**config.mk**
```make
export PLATFORM = sky130hd
export DESIGN_NAME = pbba_ctrl
export DESIGN_NICKNAME = d
export VERILOG_FILES = /design/src/rtl/pbba_pkg.sv /design/src/rtl/pbba_ctrl.sv
export SDC_FILE = /design/constraint.sdc
export NUM_CORES = 1
export LEC_CHECK = 0
export ABC_AREA = 1
export ABC_CLOCK_PERIOD_IN_PS = 1000
export BUFFER_PORTS_ARGS = -buffer_cell sky130_fd_sc_hd__buf_2
export CAP_MARGIN = 20
export CORE_AREA = 10 10 47 49
export CTS_BUF_LIST = sky130_fd_sc_hd__clkbuf_16
export DETAILED_ROUTE_END_ITERATION = 6
export DIE_AREA = 0 0 57 59
export PLACE_DENSITY = 0.51
export REMOVE_ABC_BUFFERS = 1
export SETUP_SLACK_MARGIN = 0.02
export SLEW_MARGIN = 20
export SYNTH_ARGS = -nofsm -noshare
export SYNTH_HDL_FRONTEND = slang
export SYNTH_SLANG_ARGS = --single-unit
```
**constraint.sdc**
```tcl
create_clock -name clk -period 1 [get_ports clk]
set_input_delay 0.15 -clock clk [delete_from_list [all_inputs] [get_ports clk]]
set_output_delay 0.15 -clock clk [all_outputs]
set_load 0.1 [all_outputs]
```
**src/rtl/pbba_pkg.sv**
```systemverilog
`timescale 1ns / 1ps
package pbba_pkg;

  localparam int MAX_WIDTH_DEF  = 256;
  localparam int MAX_HEIGHT_DEF = 256;
  localparam int MAX_BIN_DEF    = 16;

  localparam logic [8:0] FRAME_WIDTH_RST  = 9'd256;
  localparam logic [8:0] FRAME_HEIGHT_RST = 9'd40;
  localparam logic [4:0] BIN_FACTOR_RST   = 5'd1;

  typedef enum logic [1:0] {
    REG_FRAME_WIDTH  = 2'd0,
    REG_FRAME_HEIGHT = 2'd1,
    REG_BIN_FACTOR   = 2'd2,
    REG_UNUSED       = 2'd3
  } reg_idx_t;

  typedef struct packed {
    logic signed [15:0] low_sample;
    logic signed [15:0] high_sample;
    logic signed [15:0] max_sample;
  } in_word_t;

  typedef struct packed {
    logic [15:0]        bin_index;
    logic signed [15:0] avg_low;
    logic signed [15:0] avg_high;
    logic [14:0]        peak;
    logic [8:0]         pixel_count;
    logic               frame_done;
  } out_word_t;

  typedef enum logic [2:0] {
    ST_CLEAR = 3'd0,
    ST_IDLE  = 3'd1,
    ST_UPD   = 3'd2,
    ST_DIV   = 3'd3,
    ST_LOAD  = 3'd4
  } state_t;

  typedef struct packed {
    logic restart;
    logic clr;
    logic accept;
    logic upd;
    logic div_start;
    logic load;
  } cmd_t;

  typedef struct packed {
    logic clr_last;
    logic emit;
    logic div_done;
    logic out_free;
  } sts_t;

endpackage

```
**src/rtl/pbba_ctrl.sv**
```systemverilog
`timescale 1ns / 1ps
module pbba_ctrl
  import pbba_pkg::*;
(
  input  logic clk,
  input  logic rst_n,
  input  logic cfg_wr,
  input  logic in_valid,
  output logic in_ready,
  input  sts_t sts,
  output cmd_t cmd
);

  state_t state_r, state_nxt;

  always_ff @(posedge clk) begin
    if (!rst_n) begin
      state_r <= ST_CLEAR;
    end else begin
      state_r <= state_nxt;
    end
  end

  always_comb begin
    state_nxt = state_r;
    cmd       = '0;
    in_ready  = 1'b0;
    if (cfg_wr) begin
      cmd.restart = 1'b1;
      state_nxt   = ST_CLEAR;
    end else begin
      case (state_r)
        ST_CLEAR: begin
          cmd.clr = 1'b1;
          if (sts.clr_last) begin
            state_nxt = ST_IDLE;
          end
        end
        ST_IDLE: begin
          in_ready = 1'b1;
          if (in_valid) begin
            cmd.accept = 1'b1;
            state_nxt  = ST_UPD;
          end
        end
        ST_UPD: begin
          cmd.upd = 1'b1;
          if (sts.emit) begin
            cmd.div_start = 1'b1;
            state_nxt     = ST_DIV;
          end else begin
            state_nxt = ST_IDLE;
          end
        end
        ST_DIV: begin
          if (sts.div_done) begin
            state_nxt = ST_LOAD;
          end
        end
        ST_LOAD: begin
          if (sts.out_free) begin
            cmd.load  = 1'b1;
            state_nxt = ST_IDLE;
          end
        end
        default: begin
          state_nxt = ST_CLEAR;
        end
      endcase
    end
  end

  a_accept_then_update: assert property (@(posedge clk) disable iff (!rst_n)
    cmd.accept |=> cmd.upd)
    else $error("accepted word not followed by accumulator update");

  a_no_input_in_clear: assert property (@(posedge clk) disable iff (!rst_n)
    !(in_ready && cmd.clr))
    else $error("input taken during clearing pass");

  a_load_after_done: assert property (@(posedge clk) disable iff (!rst_n)
    cmd.load |-> (state_r == ST_LOAD))
    else $error("result loaded outside load state");

endmodule

```
# After elaboration in Yosys (flattened, before gate mapping)
# Cells that the tools add are included.
# totals
regBits	3
in_bits	8
wordCells	30
output_inout_bits	7
# classes
eq_ne	8
n_bitwise	1
n_reduce_logical	3
muxes	17
# ops
operator	n
3-bit case mux with 5 select lines	1
3-bit 2-to-1 mux	4
1-bit 2-to-1 mux	9
2-bit != test (second input constant)	4
3-bit by 2-bit equality test with 1-bit output (second input constant)	2
5-bit 2-to-1 mux	1
2-bit 2-to-1 mux	2
4-bit AND reduction	1
3-bit by 1-bit equality test with 1-bit output (second input constant)	1
3-bit equality test (second input constant)	1
3-bit logical NOT	1
2-bit OR reduction	1
1-bit NOT	1

# Longest topological paths before layout
# Gate-level depths: netlist of run 1.
# depth
depth_word	3
mapped_depth	8
depth_no_buf	8

# Least setup slack after synthesis of run 1
# No wires, ideal clock.
# synth_timing
kind	reg-to-output
start	register state_r[2]
end	output cmd[2] (netlist bit)
t_required_ns	0.850
n_path_buf	1
path_slack_ns	-2.492
path_stages_with_launch	3
arrival_ns	3.342
path_cell_list	dfxtp_1 -> buf_2 -> nor4_1
# synth_rtl
element	line_no	text
start: declaration	pbba_ctrl.sv:14	state_t state_r, state_nxt;
start signal: assignment	pbba_ctrl.sv:20	state_r <= state_nxt;
end: declaration	pbba_ctrl.sv:11	output cmd_t cmd

==> results of run 1 <==
## repair_timing
| action | in CTS | in global routing |
|---|---|---|
| gates resized for setup | 17 | 5 |
| cloned | 0 | 0 |
| setup endpoints to repair | 9 | 9 |
| buffers inserted | 0 | 1 |
| pin swaps | 5 | 4 |
## layout make-up
type,count,area [um^2],area share
clock buffer,3,75.1,0.105
clock inverter,1,3.75,0.00523
inverter,9,33.8,0.0470
multi-input combinational,36,235,0.328
sequential,3,66.3,0.0923
tap,16,20.0,0.0279
timing repair buffer,27,284,0.395
## through the flow
step / cell area, um^2 / setup TNS (ns) / worst slack (ns) / power [uW]
finish: 718 / -3.13 / -0.431 / 1170
global route: 718 / -3.77 / -0.476 / 1220
CTS: 684 / -3.05 / -0.417 / 1150
detailed placement: 547 / -1.95 / -0.257 / 494
global placement: 547 / -1.92 / -0.233 / 494
floorplan: 262 / -10.26 / -2.48 / 323
## kinds of logic (layout without fill, tap and decap cells)
family	Yosys count	after routing	share of synthesized area
AOI/OAI and AO/OA	1	1	0.0182
buffers and inverters	11	40	0.169
DFF	3	3	0.219
and+or+nand+nor	35	35	0.594
## cell usage in the layout (no fill, tap or decap)
cell type  instances
nor2_1            11
buf_4             10
nand2_1            9
inv_1              8
buf_2              7
buf_12             7
nor2_2             3
clkbuf_16          3
buf_6              3
nand3_1            2
inv_2              2
nor3_4             2
nor4_4             2
nand2_2            2
dfxtp_2            2
nor3_2             1
nand3_2            1
nand3b_1           1
nor2_4             1
a21oi_1            1
dfxtp_4            1
## power by group through the flow
stage	sequential, uW	clock [uW]	combinational [uW]
6_report	146	615	405
2_1_floorplan	146	0	178
3_5_place_dp	140	0	354
4_1_cts	143	624	382
5_1_grt	147	638	434
3_3_place_gp	139	0	354
## path summary, 6_finish.rpt
check                            endpoint  slack (ns)  cells past startpoint
setup / recovery                   cmd[1]       -0.43                      5
hold / removal    state_r[2]$_SDFFE_PP0P_        0.26                      5
setup reg to reg  state_r[0]$_SDFFE_PP0P_       -0.27                      9
hold reg to reg   state_r[0]$_SDFFE_PP0P_        0.63                      3
## routing by layer
| metal | vias up | wire [um] | global-route usage |
|---|---|---|---|
| met5 | - | 0 | 0 |
| met4 | 0 | 6 | 0.0201 |
| met3 | 2 | 63 | 0.0322 |
| met2 | 12 | 515 | 0.102 |
| met1 | 172 | 407 | 0.0649 |
| li1 | 210 | - | - |
## worst max-delay path, stage by stage (launching register included)
cell,delay [ns]
dfxtp_2,0.34
buf_6,0.14
nor3_4,0.18
nand2_1,0.08
nor2_2,0.13
buf_12,0.19
==> flow_metrics.tcl, run 1 <==
set metrics [dict create \
    status "complete, but fails checks" \
    violations "negative setup slack" \
    setup_slack_ns -0.431 \
    fill_cells 141 \
    p_clk_frac 0.528 \
    ys.warnings.count 0 \
    synthMostInstantiatedCell "nor2_1" \
    numCtsBuffers 3 \
    clock_latency_ns 0.22 \
    syn-cell-area_um2 274 \
    core_mm2 0.00140 \
    fmax_mhz 699 \
    reg_top3 "state_r: 3 flops" \
    port_buffers 14 \
    firstDrtPassIters 4 \
    routed_via_density 4.17 \
    worstSetupPathType "reg -> out" \
    internal_power_uw 816 \
    slew_headroom 0.840 \
    hold_path_class "in -> reg" \
    combPwrFrac 0.347 \
    die_area_mm2 0.00336 \
    required_ns 0.85 \
    grtUsageTotal 0.0612 \
    rr_startpoint "state_r[0]$_SDFFE_PP0P_" \
    grt_first_pass_wirelength_um 1660 \
    fin_crit_sh 1.43 \
    grt_max_degree 9 \
    whs_ns 0.256 \
    grt_overflow 0 \
    ys.flop_type "dfxtp_1" \
    cts-root-buf "clkbuf_16" \
    hold_viol 0 \
    synth_area_leaders "dfxtp_1 22%, nor2_1 19%, nand2_1 14%, inv_1 12%, nand3_1 5.5%" \
    rsz0062_at_grt "true" \
    n_antenna_cell 0 \
    fp.dieH_um 59 \
    final_core_util 0.513 \
    drt-wirelength-per-cell_um 10.5 \
    ioPinCount 15 \
    largest_reg_flops 3 \
    syn2layout_area_growth_pct 162 \
    postSynthAreaPerCell_um2 5.48 \
    grt_pass1_vias 384 \
    clockBufferDepth 2 \
    clk_pin_slew_worst_paths_ns 0.03 \
    htree_levels 1 \
    arrival_ns 1.28 \
    min_from "rst_n" \
    routabilityCongestion 0.762 \
    cts_hold_buf 0 \
    power_density_mw_per_mm2 1620 \
    async_flop_share 0 \
    pwr-share-seq 0.125 \
    cts_tree "built" \
    switching_power_uw 350 \
    slew_viol_final 0 \
    drc_errors 0 \
    swShare 0.301 \
    wirelength_um 994 \
    initial_utilization 0.196 \
    synth_top_area_cell "dfxtp_1" \
    initialDrtViolationCount 10 \
    ir_worst_vdd_mv 1.56 \
    num_vias 396 \
    start_kind "flip-flop" \
    clock_sinks 3 \
    synth-edff-count 0 \
    final_nets 88 \
    instances_no_fill 95 \
    ys_seq_elements 3 \
    die_x_um 57 \
    postSynthCellCount 50 \
    final-setup-viol-count 9 \
    cap_violations 0 \
    final_antenna_net_count 0 \
    yosys.cell_types.count 14 \
    endpoint_kind "output pin" \
    p_leak_uw 0.000337 \
    yosys-top-cells-count "14 x nor2_1, 10 x nand2_1, 9 x inv_1, 3 x dfxtp_1, 3 x nand3_1" \
    dp_hpwl_um 722 \
    ys_seq_area_frac 0.219 \
    antenna_found_initial 0 \
    yosysTopAreaCellShare 0.219 \
    final.min_clock_period_ns 1.43 \
    crit_fanout 3 \
    layout-drive-gt1-share 0.595 \
    regMostFlops "state_r" \
    fin_skew_ns 0.00274 \
    crit_start "state_r[2]$_SDFFE_PP0P_" \
    worst_slew_pin_slew_ns 0.241 \
    place_inst 90 \
    fp-row-count 14 \
]
Power figures use the tool's default switching activity.
==> run 2, diff against run 1 <==
--- a/config.mk
+++ b/config.mk
@@ -6,7 +6,7 @@
 export NUM_CORES = 1
 export LEC_CHECK = 0
 export ABC_AREA = 1
-export ABC_CLOCK_PERIOD_IN_PS = 1000
+export ABC_CLOCK_PERIOD_IN_PS = 1150
 export BUFFER_PORTS_ARGS = -buffer_cell sky130_fd_sc_hd__buf_2
 export CAP_MARGIN = 20
 export CORE_AREA = 10 10 47 49
@@ -14,7 +14,6 @@
 export DETAILED_ROUTE_END_ITERATION = 6
 export DIE_AREA = 0 0 57 59
 export PLACE_DENSITY = 0.51
-export REMOVE_ABC_BUFFERS = 1
 export SETUP_SLACK_MARGIN = 0.02
 export SLEW_MARGIN = 20
 export SYNTH_ARGS = -nofsm -noshare
==> constraint.sdc (replaced) <==
create_clock -name clk -period 1.15 [get_ports clk]
set_input_delay 0.1725 -clock clk [delete_from_list [all_inputs] [get_ports clk]]
set_output_delay 0.1725 -clock clk [all_outputs]
set_load 0.1 [all_outputs]
==> flow_metrics.tcl, run 2 (synthesis results as in run 1) <==
set metrics [dict create \
    status "complete, but fails checks" \
    violations "negative setup slack" \
    reg_top3 "state_r: 3 flops" \
    start_kind "flip-flop" \
    worstSetupPathType "reg -> out" \
    wirelength_um 1080 \
    port_buffers 14 \
    syn-num-nets 58 \
    final_nets 90 \
    routabilityCongestion 0.751 \
    ioPinCount 15 \
    htree_levels 1 \
    fin_crit_sh 1.26 \
    slew_headroom 0.826 \
    largest_reg_flops 3 \
    p_leak_uw 0.000367 \
    layout-drive-gt1-share 0.667 \
    worst_slew_pin_slew_ns 0.259 \
    min_from "rst_n" \
    numCtsBuffers 3 \
    cts_tree "built" \
    regMostFlops "state_r" \
    holdPathStages 5 \
    initial_utilization 0.196 \
    endpoint_kind "output pin" \
    clock_sinks 3 \
    dp_hpwl_um 746 \
    die_area_mm2 0.00336 \
    core_mm2 0.00140 \
    fin_skew_ns 0.000423 \
    final_cell_mix "10 x buf_4, 9 x nor2_1" \
    die_x_um 57 \
    n_antenna_cell 0 \
    rsz0062_at_grt "true" \
    fin_setup_tns_ns -1.63 \
    hold_path_class "in -> reg" \
    instances_no_fill 97 \
    cap_violations 0 \
    whs_endpoint "state_r[0]$_SDFFE_PP0P_" \
    firstDrtPassIters 2 \
    postLayoutCellArea_um2 785 \
    reg2reg_to "state_r[1]$_SDFFE_PP0P_" \
    grt_max_degree 7 \
    arrival_ns 1.27 \
    crit_fanout 5 \
    antenna_found_initial 0 \
    grtUsageTotal 0.0704 \
    hold_viol 0 \
    final_core_util 0.560 \
    crit_start "state_r[0]$_SDFFE_PP0P_" \
    clock_latency_ns 0.22 \
    fill_cells 132 \
    clk_pin_slew_worst_paths_ns 0.03 \
    syn2layout_area_growth_pct 186 \
    rr_startpoint "state_r[0]$_SDFFE_PP0P_" \
    clockBufferDepth 2 \
    grt_first_pass_wirelength_um 1790 \
    power_density_mw_per_mm2 1340 \
    r2r_setup_slack_ns -0.07 \
    final.min_clock_period_ns 1.45 \
    layout_commonest_cell "buf_4" \
    grt_pass1_vias 426 \
    fmax_mhz 691 \
    grt_overflow 0 \
    final_antenna_net_count 0 \
    cts-root-buf "clkbuf_16" \
    drt-wirelength-per-cell_um 11.1 \
    setup_slack_ns -0.296 \
    slew_viol_final 0 \
    drc_errors 0 \
    reg2regPathDepth 8 \
    num_vias 409 \
    fp-row-count 14 \
    fp.dieH_um 59 \
    ir_worst_vdd_mv 1.13 \
    routed_via_density 4.22 \
    dpl_cell_area_um2 606 \
    required_ns 0.98 \
    final-setup-viol-count 9 \
    initialDrtViolationCount 2 \
    place_inst 88 \
]
[run 2: changes by cell type in the layout (fill, tap and decap cells not counted)]
cell	delta
buf_6	+2
nand2_1	-2
inv_1	-1
nor3_2	-1
nor2_4	+3
dfxtp_2	-2
nand2_2	+1
nand2_4	+1
nor3_4	+1
dfxtp_4	+2
nor2_1	-2
inv_4	+1
nor2_2	-1
[run 2: area by class of cell]
class,count,area [um^2],share of cell area
flip-flops and latches,3,71.3,0.0909
repair buffers,29,307,0.391
inverters,9,36.3,0.0463
multi-input cells,36,272,0.346
clock buffers,3,75.1,0.0957
well taps,16,20.0,0.0255
clock inverters,1,3.75,0.00478
[run 2: stage by stage]
stage | hold WS (ns) | setup slack [ns] | total power [uW]
after detailed placement | 0.491 | -0.131 | 456
after global placement | 0.494 | -0.113 | 452
final | 0.258 | -0.296 | 1050
after CTS | 0.259 | -0.291 | 1050
after floorplan | 0.335 | -0.556 | 330
after global routing | 0.308 | -0.355 | 1100
[run 2: how the worst max path moves through the flow]
| stage | endpoint | slack [ns] | depth (start not counted) |
|---|---|---|---|
| finish | cmd[1] | -0.30 | 5 |
| detailed placement | cmd[3] | -0.13 | 5 |
| global route | cmd[3] | -0.35 | 5 |
| global placement | cmd[3] | -0.11 | 5 |
| floorplan | cmd[3] | -0.56 | 4 |
| CTS | cmd[4] | -0.29 | 4 |
[run 2: routing by layer]
metal	wire (um)	global-route usage	share of wire	vias up
met3	86	0.0365	0.080	5
met5	0	0	0	-
met2	583	0.119	0.54	11
met1	372	0.0605	0.34	180
li1	-	-	-	213
met4	38	0.0604	0.035	0
[run 2: report_power, final]
| part | total, uW | leakage [uW] | switching [uW] | internal, uW |
|---|---|---|---|---|
| clock network | 543 | 0.0000423 | 95.2 | 448 |
| logic | 377 | 0.000298 | 218 | 160 |
| registers | 129 | 0.0000267 | 16.2 | 112 |
| total | 1050 | 0.000367 | 329 | 720 |
[run 2: critical path, stage by stage (launching register included)]
cell and delay (ns):
dfxtp_4 0.36, buf_4 0.14, nor3_4 0.17, nand2_2 0.09
nor2_4 0.10, buf_12 0.18
[run 2: what timing repair did]
item                                    in CTS  in global routing
resized for setup                           16                  3
pin swaps                                    6                  5
endpoints found under the setup margin       9                  9
buffers inserted                             5                  0
hold buffers                                 0                  0
